**src/rtl/polar_stencil_entry_offset_top_assert.svh**
```systemverilog
// Assertion macros for the polar stencil entry offset block.
`ifndef POLAR_STENCIL_ENTRY_OFFSET_TOP_ASSERT_SVH
`define POLAR_STENCIL_ENTRY_OFFSET_TOP_ASSERT_SVH

// Same-cycle implication, checked on every rising edge outside reset.
`define PSEO_ASSERT_IMP(label, ante, cons, msg) \
  label: assert property (@(posedge clk) disable iff (rst) (ante) |-> (cons)) \
    else $error(msg);

// Delayed implication, checked on every rising edge outside reset.
`define PSEO_ASSERT_DLY3(label, ante, cons, msg) \
  label: assert property (@(posedge clk) disable iff (rst) (ante) |-> ##3 (cons)) \
    else $error(msg);

`endif

```
**src/rtl/pseo_pkg.sv**
```systemverilog
// Shared types and constants for the polar stencil entry offset block.
`default_nettype none

package pseo_pkg;

  // Default clamp limits for the grid counts.
  localparam int RADIAL_MAX_DEFAULT  = 4096;
  localparam int ANGULAR_MAX_DEFAULT = 4096;

  // Field widths.
  localparam int IDX_W    = 12;
  localparam int COUNT_W  = 13;
  localparam int REGION_W = 12;
  localparam int OFF_W    = 28;
  localparam int KIND_W   = 3;
  localparam int CFG_IDX_W  = 3;
  localparam int CFG_DATA_W = 13;

  // Product widths of the first stage.
  localparam int PCIRC_W = IDX_W + COUNT_W;
  localparam int PCN_W   = REGION_W + COUNT_W;
  localparam int PLR_W   = COUNT_W + REGION_W;
  localparam int PNR_W   = COUNT_W + COUNT_W;

  // Configuration register indexes.
  localparam logic [CFG_IDX_W-1:0] CFG_RADIAL_COUNT   = 3'd0;
  localparam logic [CFG_IDX_W-1:0] CFG_ANGULAR_COUNT  = 3'd1;
  localparam logic [CFG_IDX_W-1:0] CFG_CIRCLE_REGION  = 3'd2;
  localparam logic [CFG_IDX_W-1:0] CFG_RADIAL_REGION  = 3'd3;
  localparam logic [CFG_IDX_W-1:0] CFG_DIRICHLET      = 3'd4;

  // Stencil class codes.
  localparam logic [KIND_W-1:0] KIND_INTERIOR   = 3'd0;
  localparam logic [KIND_W-1:0] KIND_ACROSS     = 3'd1;
  localparam logic [KIND_W-1:0] KIND_DIRICHLET  = 3'd2;
  localparam logic [KIND_W-1:0] KIND_NEXT_INNER = 3'd3;
  localparam logic [KIND_W-1:0] KIND_NEXT_OUTER = 3'd4;

  // Which offset formula a row uses.
  typedef enum logic [2:0] {
    REGION_CIRCLE,
    REGION_RADIAL,
    REGION_ZERO,
    REGION_ONE,
    REGION_NEXT_OUTER,
    REGION_OUTER
  } region_t;

  typedef struct packed {
    logic [IDX_W-1:0] radial_index;
    logic [IDX_W-1:0] angular_index;
  } req_t;

  typedef struct packed {
    logic [OFF_W-1:0]  entry_offset;
    logic [KIND_W-1:0] stencil_kind;
    logic [OFF_W-1:0]  total_nonzeros;
    logic              index_valid;
  } rsp_t;

  typedef struct packed {
    logic [COUNT_W-1:0]  radial_count;
    logic [COUNT_W-1:0]  angular_count;
    logic [REGION_W-1:0] circle_region_count;
    logic [REGION_W-1:0] radial_region_length;
    logic                dirichlet_inner;
  } cfg_t;

  // First stage: classification and raw products.
  typedef struct packed {
    logic                valid;
    logic                idx_valid;
    logic [KIND_W-1:0]   kind;
    region_t             region;
    logic                dir;
    logic [IDX_W-1:0]    ir;
    logic [IDX_W-1:0]    it;
    logic [COUNT_W-1:0]  nt;
    logic [REGION_W-1:0] nc;
    logic [REGION_W-1:0] lr;
    logic [PCIRC_W-1:0]  p_circ;
    logic [PCN_W-1:0]    p_cn;
    logic [PLR_W-1:0]    p_lr;
    logic [PNR_W-1:0]    p_nr;
  } s1_t;

  // Second stage: each result is nine times one term plus another.
  typedef struct packed {
    logic              valid;
    logic              idx_valid;
    logic [KIND_W-1:0] kind;
    logic [OFF_W-1:0]  s_off;
    logic [OFF_W-1:0]  e_off;
    logic [OFF_W-1:0]  s_tot;
    logic [OFF_W-1:0]  e_tot;
  } s2_t;

endpackage

`default_nettype wire

```
**src/rtl/pseo_prod.sv**
```systemverilog
// First pipeline stage: count clamping, row classification and products.
`default_nettype none

module pseo_prod #(
  parameter int RADIAL_MAX  = pseo_pkg::RADIAL_MAX_DEFAULT,
  parameter int ANGULAR_MAX = pseo_pkg::ANGULAR_MAX_DEFAULT
) (
  input  logic           clk,
  input  logic           rst,
  input  logic           in_valid,
  input  pseo_pkg::req_t req,
  input  pseo_pkg::cfg_t cfg,
  output pseo_pkg::s1_t  s1
);

  pseo_pkg::s1_t                 s1_next;
  logic [pseo_pkg::COUNT_W-1:0]  nr;
  logic [pseo_pkg::COUNT_W-1:0]  nt;
  logic [pseo_pkg::COUNT_W-1:0]  nr_m1;
  logic [pseo_pkg::COUNT_W-1:0]  nr_m2;
  logic [pseo_pkg::COUNT_W-1:0]  ir_ext;
  logic [pseo_pkg::COUNT_W-1:0]  it_ext;
  logic [pseo_pkg::COUNT_W-1:0]  nc_ext;
  logic [pseo_pkg::COUNT_W-1:0]  it_p1;
  logic [pseo_pkg::IDX_W-1:0]    ir_m2;
  logic                          in_grid;
  logic                          dir;

  // Clamp the counts, then classify the requested row.
  always_comb begin
    nr = (int'({19'd0, cfg.radial_count}) > RADIAL_MAX) ?
         pseo_pkg::COUNT_W'(RADIAL_MAX) : cfg.radial_count;
    nt = (int'({19'd0, cfg.angular_count}) > ANGULAR_MAX) ?
         pseo_pkg::COUNT_W'(ANGULAR_MAX) : cfg.angular_count;
    nr_m1  = nr - 13'd1;
    nr_m2  = nr - 13'd2;
    ir_ext = {1'b0, req.radial_index};
    it_ext = {1'b0, req.angular_index};
    nc_ext = {1'b0, cfg.circle_region_count};
    it_p1  = it_ext + 13'd1;
    ir_m2  = req.radial_index - 12'd2;
    dir    = cfg.dirichlet_inner;
    in_grid = (nr >= 13'd4) && (ir_ext < nr) && (it_ext < nt);

    // The valid bit is cleared while reset is held.
    s1_next.valid     = in_valid && !rst;
    s1_next.idx_valid = in_grid;
    s1_next.dir       = dir;
    s1_next.ir        = req.radial_index;
    s1_next.it        = req.angular_index;
    s1_next.nt        = nt;
    s1_next.nc        = cfg.circle_region_count;
    s1_next.lr        = cfg.radial_region_length;

    // Offset formula, in priority order.
    if (ir_ext > 13'd1 && ir_ext < nc_ext) begin
      s1_next.region = pseo_pkg::REGION_CIRCLE;
    end else if (ir_ext >= nc_ext && ir_ext < nr_m2) begin
      s1_next.region = pseo_pkg::REGION_RADIAL;
    end else if (ir_ext == 13'd0) begin
      s1_next.region = pseo_pkg::REGION_ZERO;
    end else if (ir_ext == 13'd1) begin
      s1_next.region = pseo_pkg::REGION_ONE;
    end else if (ir_ext == nr_m2) begin
      s1_next.region = pseo_pkg::REGION_NEXT_OUTER;
    end else begin
      s1_next.region = pseo_pkg::REGION_OUTER;
    end

    // Stencil class; an index outside the grid reports interior.
    if (!in_grid) begin
      s1_next.kind = pseo_pkg::KIND_INTERIOR;
    end else if ((ir_ext > 13'd1 && ir_ext < nr_m2) || (ir_ext == 13'd1 && !dir)) begin
      s1_next.kind = pseo_pkg::KIND_INTERIOR;
    end else if (ir_ext == 13'd0 && !dir) begin
      s1_next.kind = pseo_pkg::KIND_ACROSS;
    end else if ((ir_ext == 13'd0 && dir) || ir_ext == nr_m1) begin
      s1_next.kind = pseo_pkg::KIND_DIRICHLET;
    end else if (ir_ext == 13'd1 && dir) begin
      s1_next.kind = pseo_pkg::KIND_NEXT_INNER;
    end else begin
      s1_next.kind = pseo_pkg::KIND_NEXT_OUTER;
    end

    // Four narrow products side by side.
    s1_next.p_circ = {13'd0, ir_m2} * {12'd0, nt};
    s1_next.p_cn   = {13'd0, cfg.circle_region_count} * {12'd0, nt};
    s1_next.p_lr   = {12'd0, it_p1} * {13'd0, cfg.radial_region_length};
    s1_next.p_nr   = {13'd0, nr} * {13'd0, nt};
  end

  // Stage register; the valid bit is cleared through its next value.
  always_ff @(posedge clk) begin
    s1 <= s1_next;
  end

endmodule

`default_nettype wire

```
**src/rtl/pseo_sum.sv**
```systemverilog
// Second pipeline stage: sums that build the terms of each result.
`default_nettype none

module pseo_sum (
  input  logic          clk,
  input  logic          rst,
  input  pseo_pkg::s1_t s1,
  output pseo_pkg::s2_t s2
);

  pseo_pkg::s2_t               s2_next;
  logic [pseo_pkg::OFF_W-1:0]  nt_w;
  logic [pseo_pkg::OFF_W-1:0]  it_w;
  logic [pseo_pkg::OFF_W-1:0]  ir_w;
  logic [pseo_pkg::OFF_W-1:0]  nc_w;
  logic [pseo_pkg::OFF_W-1:0]  lr_m2;
  logic [pseo_pkg::OFF_W-1:0]  base;
  logic [pseo_pkg::OFF_W-1:0]  seven_it;
  logic [pseo_pkg::OFF_W-1:0]  seven_nt;
  logic [pseo_pkg::OFF_W-1:0]  cn;
  logic [pseo_pkg::OFF_W-1:0]  q;
  logic [pseo_pkg::OFF_W-1:0]  tail;

  // All sums wrap at the width of the result fields.
  always_comb begin
    nt_w     = 28'(s1.nt);
    it_w     = 28'(s1.it);
    ir_w     = 28'(s1.ir);
    nc_w     = 28'(s1.nc);
    lr_m2    = 28'(s1.lr) - 28'd2;
    seven_it = (it_w << 3) - it_w;
    seven_nt = (nt_w << 3) - nt_w;
    // Rows ahead of the interior: (1 + 6) or (7 + 9) entries per angle.
    base     = s1.dir ? seven_nt : (nt_w << 4);
    // Circle section size and the radial rows of earlier angles.
    cn       = 28'(s1.p_cn) - (nt_w << 1);
    q        = 28'(s1.p_lr) - ((it_w + 28'd1) << 1);
    tail     = cn + q;

    // The valid bit is cleared while reset is held.
    s2_next.valid     = s1.valid && !rst;
    s2_next.idx_valid = s1.idx_valid;
    s2_next.kind      = s1.kind;

    case (s1.region)
      pseo_pkg::REGION_CIRCLE: begin
        s2_next.s_off = 28'(s1.p_circ) + it_w;
        s2_next.e_off = base;
      end
      pseo_pkg::REGION_RADIAL: begin
        s2_next.s_off = tail - lr_m2 + ir_w - nc_w;
        s2_next.e_off = base + seven_it;
      end
      pseo_pkg::REGION_ZERO: begin
        s2_next.s_off = '0;
        s2_next.e_off = s1.dir ? it_w : seven_it;
      end
      pseo_pkg::REGION_ONE: begin
        s2_next.s_off = '0;
        s2_next.e_off = s1.dir ? (nt_w + (it_w << 2) + (it_w << 1))
                               : (seven_nt + (it_w << 3) + it_w);
      end
      pseo_pkg::REGION_NEXT_OUTER: begin
        s2_next.s_off = tail;
        s2_next.e_off = base + seven_it;
      end
      pseo_pkg::REGION_OUTER: begin
        s2_next.s_off = tail;
        s2_next.e_off = base + seven_it + 28'd6;
      end
      default: begin
        s2_next.s_off = '0;
        s2_next.e_off = '0;
      end
    endcase

    // Total: nine per interior circle plus 14 or 23 per angle.
    s2_next.s_tot = 28'(s1.p_nr) - (nt_w << 2);
    s2_next.e_tot = s1.dir ? ((nt_w << 4) - (nt_w << 1))
                           : ((nt_w << 4) + seven_nt);
  end

  // Stage register; the valid bit is cleared through its next value.
  always_ff @(posedge clk) begin
    s2 <= s2_next;
  end

endmodule

`default_nettype wire

```
**src/rtl/pseo_out.sv**
```systemverilog
// Third pipeline stage: final scale-and-add and the result register.
`default_nettype none

module pseo_out (
  input  logic           clk,
  input  logic           rst,
  input  pseo_pkg::s2_t  s2,
  output logic           done,
  output pseo_pkg::rsp_t rsp
);

  pseo_pkg::rsp_t rsp_next;

  // Each result is nine times its first term plus its second.
  always_comb begin
    rsp_next.entry_offset   = s2.idx_valid ? ((s2.s_off << 3) + s2.s_off + s2.e_off) : '0;
    rsp_next.stencil_kind   = s2.kind;
    rsp_next.total_nonzeros = (s2.s_tot << 3) + s2.s_tot + s2.e_tot;
    rsp_next.index_valid    = s2.idx_valid;
  end

  // Result register and its strobe.
  always_ff @(posedge clk) begin
    rsp <= rsp_next;
    if (rst) begin
      done <= 1'b0;
    end else begin
      done <= s2.valid;
    end
  end

endmodule

`default_nettype wire

```
**src/rtl/polar_stencil_entry_offset_top.sv**
```systemverilog
// Top level of the polar stencil entry offset block.
//
// A request beat carries a grid node (radial and angular index) and is taken
// at any rising edge where start is high and busy is low; busy never rises,
// so one request may be issued every cycle.
// The result beat (row start offset, stencil class, total nonzero count and
// an in-grid flag) appears on rsp with done high for exactly one cycle.
// Done follows the accepting edge through the three register stages
// (product stage, sum stage, result register). Throughput is one beat
// per cycle.
// The receiver cannot stall; results leave in request order.
// Configuration is written through cfg_write, cfg_index and cfg_data and
// takes effect at the next edge; write it only while no beat is in flight.
// Reset clears the pipeline valid bits and the strobe and loads the
// configuration defaults (4 circles, 1 angle, region sizes 2, across-origin
// inner boundary).
`default_nettype none

module polar_stencil_entry_offset_top #(
  parameter int RADIAL_MAX  = pseo_pkg::RADIAL_MAX_DEFAULT,
  parameter int ANGULAR_MAX = pseo_pkg::ANGULAR_MAX_DEFAULT
) (
  input  logic                              clk,
  input  logic                              rst,
  input  logic                              start,
  output logic                              busy,
  input  pseo_pkg::req_t                    req,
  output logic                              done,
  output pseo_pkg::rsp_t                    rsp,
  input  logic                              cfg_write,
  input  logic [pseo_pkg::CFG_IDX_W-1:0]    cfg_index,
  input  logic [pseo_pkg::CFG_DATA_W-1:0]   cfg_data
);

  `include "polar_stencil_entry_offset_top_assert.svh"

  pseo_pkg::cfg_t cfg;
  pseo_pkg::s1_t  s1;
  pseo_pkg::s2_t  s2;
  logic           accept;

  // The pipeline never holds off a request.
  assign busy   = 1'b0;
  assign accept = start && !busy;

  // Configuration registers.
  always_ff @(posedge clk) begin
    if (rst) begin
      cfg.radial_count         <= 13'd4;
      cfg.angular_count        <= 13'd1;
      cfg.circle_region_count  <= 12'd2;
      cfg.radial_region_length <= 12'd2;
      cfg.dirichlet_inner      <= 1'b0;
    end else if (cfg_write) begin
      case (cfg_index)
        pseo_pkg::CFG_RADIAL_COUNT:  cfg.radial_count         <= cfg_data;
        pseo_pkg::CFG_ANGULAR_COUNT: cfg.angular_count        <= cfg_data;
        pseo_pkg::CFG_CIRCLE_REGION: cfg.circle_region_count  <= cfg_data[11:0];
        pseo_pkg::CFG_RADIAL_REGION: cfg.radial_region_length <= cfg_data[11:0];
        pseo_pkg::CFG_DIRICHLET:     cfg.dirichlet_inner      <= cfg_data[0];
        default: begin
        end
      endcase
    end
  end

  // Pipeline stages.
  pseo_prod #(
    .RADIAL_MAX (RADIAL_MAX),
    .ANGULAR_MAX(ANGULAR_MAX)
  ) u_prod (
    .clk     (clk),
    .rst     (rst),
    .in_valid(accept),
    .req     (req),
    .cfg     (cfg),
    .s1      (s1)
  );

  pseo_sum u_sum (
    .clk(clk),
    .rst(rst),
    .s1 (s1),
    .s2 (s2)
  );

  pseo_out u_out (
    .clk (clk),
    .rst (rst),
    .s2  (s2),
    .done(done),
    .rsp (rsp)
  );

  // Every accepted beat yields a result through the three register stages.
  `PSEO_ASSERT_DLY3(a_latency, accept, done, "result beat missing after request")
  // A result beat is never produced without an earlier request.
  `PSEO_ASSERT_IMP(a_no_extra, done, $past(accept, 3), "result beat without request")
  // Nodes outside the grid report zero offset and interior class.
  `PSEO_ASSERT_IMP(a_invalid_zero, done && !rsp.index_valid, (rsp.entry_offset == '0) && (rsp.stencil_kind == pseo_pkg::KIND_INTERIOR), "invalid node with nonzero fields")
  // The across-origin class only occurs with a non-Dirichlet inner boundary.
  `PSEO_ASSERT_IMP(a_across_mode, done && (rsp.stencil_kind == pseo_pkg::KIND_ACROSS), !cfg.dirichlet_inner, "across-origin class in Dirichlet mode")

endmodule

`default_nettype wire
```
**config.mk**
```make
export PLATFORM = sky130hd
export DESIGN_NAME = polar_stencil_entry_offset_top
export DESIGN_NICKNAME = d
export VERILOG_FILES = /design/src/rtl/pseo_pkg.sv /design/src/rtl/pseo_prod.sv /design/src/rtl/pseo_sum.sv /design/src/rtl/pseo_out.sv /design/src/rtl/polar_stencil_entry_offset_top.sv
export VERILOG_INCLUDE_DIRS = /design/src /design/src/rtl
export SDC_FILE = /design/constraint.sdc
export NUM_CORES = 2
export LEC_CHECK = 0
export ABC_AREA = 1
export BUFFER_PORTS_ARGS = -buffer_cell sky130_fd_sc_hd__buf_4
export CAP_MARGIN = 10
export CORE_ASPECT_RATIO = 0.7
export CORE_MARGIN = 3
export CORE_UTILIZATION = 40
export DETAILED_ROUTE_END_ITERATION = 12
export PLACE_DENSITY = 0.61
export SYNTH_ARGS = -nofsm -noshare
export SYNTH_HDL_FRONTEND = slang
export SYNTH_SLANG_ARGS = --single-unit
```
**constraint.sdc**
```tcl
create_clock -name clk -period 8.25 [get_ports clk]
set_input_delay 0.825 -clock clk [delete_from_list [all_inputs] [get_ports clk]]
set_output_delay 0.825 -clock clk [all_outputs]
set_load 0.02 [all_outputs]
```
Yosys cells after proc, flatten, opt, wreduce, memory -nomap -nowiden

Index checks and enable logic that the tools add are counted.
W data, S select, Z words.

Register bits: 400
Latch bits: 0
Memory bits (writable): 0
Memory bits (read-only): 0
Input port bits: 44
Output and inout port bits: 62
Logic and storage cells: 131
Memories kept: 0

Add/sub/neg operators: 28
$mul: 4
Divide/modulo/power cells: 0
Magnitude comparators: 9
Equality and inequality tests: 12
Shift operators: 0
Multiplexer cells: 14
Bitwise logic cells: 1
Reduce and logical (&&, ||, !) cells: 28

Operator list:

| cell                    | number |
|---|---|
| $pmux W56 S6            | 1 |
| $add A28 B28 Y28        | 6 |
| $mux W28                | 4 |
| $add A28 B12 Y28        | 2 |
| $mul A12 B13 Y25        | 2 |
| $lt A12 B13 Y1          | 3 |
| $add A17 B28 Y28        | 1 |
| $add A28 B13 Y28        | 1 |
| $add A28 B15 Y28        | 1 |
| $add A28 B3 Y28 const B | 1 |
| $sub A25 B28 Y28        | 1 |
| $sub A28 B12 Y28        | 1 |
| $sub A28 B28 Y28        | 1 |
| $sub A26 B15 Y27        | 1 |
| $add A12 B1 Y13 const B | 2 |
| $add A25 B12 Y26        | 1 |
| $eq A12 B13 Y1          | 2 |
| $gt A13 B13 Y1 const B  | 2 |
| $mul A13 B13 Y26        | 1 |
| $mux W13                | 2 |
| $sub A25 B14 Y26        | 1 |
| $mul A13 B12 Y25        | 1 |
| $sub A17 B14 Y18        | 1 |
| $sub A16 B13 Y17        | 1 |
| other kinds (27)        | 56 |

Logic depth before layout (Yosys ltp)

Word-level depth: 8
Depth in mapped cells: 39
Depth with buffers taken out: 39

By module

A second synthesis with hierarchy kept.

Cells, all modules: 7054
Area total of the unflattened synthesis: 51122.8 µm²

Modules (own cells, without submodules):

| module                         | instances | cells an instance | area each (µm²) | seq. area each (µm²) |
|---|---|---|---|---|
| pseo_prod                      | 1         | 3162              | 25878.6         | 3423.3 |
| pseo_sum                       | 1         | 2716              | 17126.4         | 2142.1 |
| pseo_out                       | 1         | 868               | 6020.8          | 1221.2 |
| polar_stencil_entry_offset_top | 1         | 308               | 2097.0          | 1021.0 |

Worst setup path after synthesis

Ideal clock, no wire load.

Kind: input to register
From: input port req[13] (netlist bit)
To: register u_prod.s1[97] (netlist name)
Library setup time: 72 ps
Arrival time: 6374 ps
Data required time: 8178 ps
Setup slack: 1804 ps
Stages: 26
Buffers on the path: 2
Cell sequence: inv_1 -> clkbuf_1 -> ha_1 -> inv_1 -> nor2_1 -> nand2_1 -> nand2_1 -> nand2_1 -> inv_1 -> clkbuf_1 -> nand2_1 -> fa_1 -> inv_1 -> fa_1 -> fa_1 -> fa_1 -> fa_1 -> ha_1 -> a21oi_1 -> o21ai_0 -> a211oi_1 -> o21ai_0 -> a21oi_1 -> nor2_1 -> nor2_1 -> xor2_1

RTL lines:

| element     | line                                 | text |
|---|---|---|
| from (decl) | polar_stencil_entry_offset_top.sv:27 | `input pseo_pkg::req_t req,` |

==> impl_results.md <==
* Filler Cell Count at 12.2k
* Slew Limit Fails at 0
* Critical path class: flip-flop to flip-flop
* Clk_lat worst skew at 0.62 ns
* Fin nets at 7649
* Complex-gate fraction of the synthesized area at between 10% and 20%
* Max-cap violations at 0
* DP HPWL at 137000 microns
* GRT Resource Usage Total at 25.8%
* Hold Path Class: flip-flop to flip-flop
* Starting Density at 40.6%
* Vias in the first global route at 41.0k
* Met2 usage in global routing at 35.4%
* DIE HEIGHT at 298 microns
* CTS-repair resized insts at 0
* Post-synthesis mux area share at 0%
* Wire per inst at ~20 microns
* PortBufs at 104
* Routed Antenna Nets at 0
* Peak supply drop at 0.598 mV
* Cells after DPL at about 8.0k
* Layout cell share with drive strength beyond 1 at 4.67%
* Fmax at 0.139 GHz
* Leak at 27.0 nW
* Total congestion overflow at 0
* Final worst path period need at just over 7 ns
* Avg Inst Size Synth at 7.65 sq um
* RSZ-0062 raised after global routing: false
* TritonCTS Sinks at 399
* Placer Congestion at 0.983
* Die width at around 420 microns
* Largest net degree at the start of global routing at 70
* Grt met1 use at around 40%
* CTS tree: done
* Count of cell types in the netlist at 61
* Iter 0 DRT Violations at 3873
* Final hold vios at 0
* Post-Synth XOR/XNOR Area at 5.04%
* Outcome: finished, final reports clean
* M3 GR Usage at 5.94%
* CP bufs+invs at 3
* CP most frequent cell: nand2_1
* Seq/Total Area, Yosys at 16.4%
* Layout Skew at between 0.02 and 0.025 ns
* Slew @ Worst Pin at 1.17 ns
* Ratio of final minimum period to clock period at 87.0%
* Synth Flop Type: dfxtp_1
* DRC Markers at 0
* Vias per Instance at 5.29
* Post-synth ARST share at 0%
* #FFs+latches synth at 399
* Number of synthesized flops with an enable pin at 0
* Core outline area at 0.120 sq mm
* Worst Setup Slack, final at 1.08 ns
* Finished Layout Cells at 8104
* DIE AREA at 0.126 sq mm
* Post-Synthesis Cells at 6376
* Setup TNS at 0 ns
* I/O pin count at 106
* Slew HR at 21.8%
* Area share of and/or/nand/nor cells after synthesis at 19.1%
* Largest family of logic cells by synthesized area: adder cells
* Vias at 42.9k
* Root Driver: clkbuf_16
* Clock Path Buffers at 3
* Cell Pwr Density at between 300 and 400 mW/mm^2
* Worst stage delay on the critical path at 0.51 ns
* Reg clk slew, reported paths at 0.06 ns
* Crit path launch type: flip-flop
* Area Growth Syn to Fin at 8.71%
* Crit end category: flip-flop
* Worst EP arrival at 7.67 ns
* Grt peak-use layer: met1
* Crit-path slowest cell: dfxtp_1
* CP required at 8.74 ns
* DP Worst Slack at 1.09 ns
* Synth Cell Area at 0.0488 sq mm
* Crit path max-delay family: compound AO/OA/AOI/OAI gates
* Placed inst area at 0.0515 sq mm
* Adder-Cell Fraction of Synth Area at 38.2%
* WL final at 165000 microns
* Final number of setup-violating endpoints at 0
* Largest fanout on the critical path at 6
* Power Total at 20.0 mW
* Finished Cell Area at about 0.053 sq mm
* Total CTS buffers at 44
* Hold buffers post-CTS at 0
* Warnings, synthesis at 0
* Post-Syn Nets at 7578
* Post-CTS setup buffers at 0
* H-Tree Depth at 2
* Initial antenna violation count at 4
* Pre-Repair DR Iteration Count at 6
* Num rows at 106
* Global-route wire length before repair at 251000 microns
through the flow:
step                hold slack [ns]  utilization, %
CTS                           0.326            44.1
global route                  0.327            44.1
detailed placement            0.312            42.8
floorplan                     0.310               -
finish                        0.325            44.1
global placement              0.314            42.8
final timing paths:
| kind | start | to | slack, ns | depth (start not counted) |
|---|---|---|---|---|
| max reg2reg | u_prod.s1[127] | u_sum.s2[109] | 1.08 | 34 |
| max | u_prod.s1[127] | u_sum.s2[109] | 1.08 | 34 |
| min | u_prod.s1[0] | u_sum.s2[28] | 0.33 | 0 |
| min reg2reg | u_prod.s1[0] | u_sum.s2[28] | 0.33 | 0 |
synth_stat cells (all sizes together) (2+ instances only):
| library cell | n | share of area, % |
|---|---|---|
| a21o | 29 | 0.45 |
| a31oi | 16 | 0.21 |
| fa | 555 | 23 |
| o211a | 3 | 0.062 |
| o2111ai | 7 | 0.13 |
| clkinv | 20 | 0.15 |
| xor2 | 190 | 3.4 |
| xnor2 | 89 | 1.6 |
| nand2 | 1293 | 10 |
| nor2 | 567 | 4.4 |
| a211oi | 13 | 0.20 |
| buf | 11 | 0.12 |
| dfxtp | 399 | 16 |
| or2 | 17 | 0.22 |
| inv | 1144 | 8.8 |
| o31ai | 5 | 0.087 |
| o221ai | 18 | 0.32 |
| nor3 | 65 | 0.71 |
| and2 | 2 | 0.026 |
| o21bai | 15 | 0.25 |
| a21oi | 448 | 4.6 |
| o21ai | 346 | 3.6 |
| nand3 | 207 | 2.2 |
| nor3b | 3 | 0.046 |
| a31o | 3 | 0.054 |
| a21boi | 14 | 0.22 |
| o22ai | 4 | 0.051 |
| and3 | 3 | 0.038 |
| clkbuf | 116 | 0.89 |
| a211o | 2 | 0.036 |
| o211ai | 37 | 0.57 |
| a221oi | 3 | 0.054 |
| ha | 603 | 15 |
| nand4 | 64 | 0.82 |
| nor4 | 25 | 0.32 |
| nand3b | 12 | 0.18 |
| o21a | 17 | 0.26 |
| a22oi | 4 | 0.062 |
worst reg2reg max path, delay by kind of cell, from the launching register on:
kind | cells | cell delay (ns)
AOI/OAI and AO/OA | 12 | 2.33
xor gates and xnor gates | 2 | 0.44
adders and majority gates | 6 | 2.13
and+or+nand+nor | 11 | 1.35
DFF | 1 | 0.51
buffers and inverters | 3 | 0.30
state kept, by name (all words and copies together), names as in the netlist:
register and cells:
u_out.done 1, u_sum.s2 116, u_out.rsp 60, u_prod.s1 171, cfg 51
logic make-up after synthesis:
logic type,Yosys count
AO/OA/AOI/OAI,989
XOR/XNOR,279
adder cells (fa/ha/maj),1158
buffers and inverters,1291
flip-flops,399
other,1
AND/OR/NAND/NOR,2259
cells in the final DEF (no fill, tap or decap), drive strengths merged, types with 4 or more instances in the layout:
master    count
nand2      1293
inv        1149
ha          603
nor2        567
fa          555
a21oi       448
dfxtp       399
o21ai       346
nand3       207
xor2        190
buf         152
xnor2        89
nor3         65
nand4        64
clkbuf       54
o211ai       37
a21o         29
clkinv       29
nor4         25
o221ai       18
o21a         17
or2          17
a31oi        16
o21bai       15
a21boi       14
a211oi       13
nand3b       12
o2111ai       7
clkinvlp      7
bufinv        7
o31ai         5
a22oi         4
o22ai         4
layout make-up:
class | count | area (sq um) | share of cell area [%]
Tap cell | 1620 | 2030 | 3.82
Antenna cell | 1 | 2.50 | 0.00472
Clock inverter | 28 | 380 | 0.717
Timing Repair Buffer | 152 | 1140 | 2.15
Sequential cell | 399 | 7990 | 15.1
Inverter | 1164 | 4370 | 8.24
Clock buffer | 54 | 1190 | 2.24
Multi-Input combinational cell | 4686 | 35900 | 67.8
metal layers:
layer	up-vias	part of all wire (%)
met5	-	0
met4	0	2.7
met3	213	10
met2	1846	39
met1	20500	48
li1	20400	-
where the power goes:
group	internal [mW]	leakage, nW	switching, mW
combinational	5.27	22.9	9.61
sequential	2.48	3.30	0.427
clock	1.26	0.750	0.921
total	9.01	27.0	11.0
(Power assumes the default switching activity.)
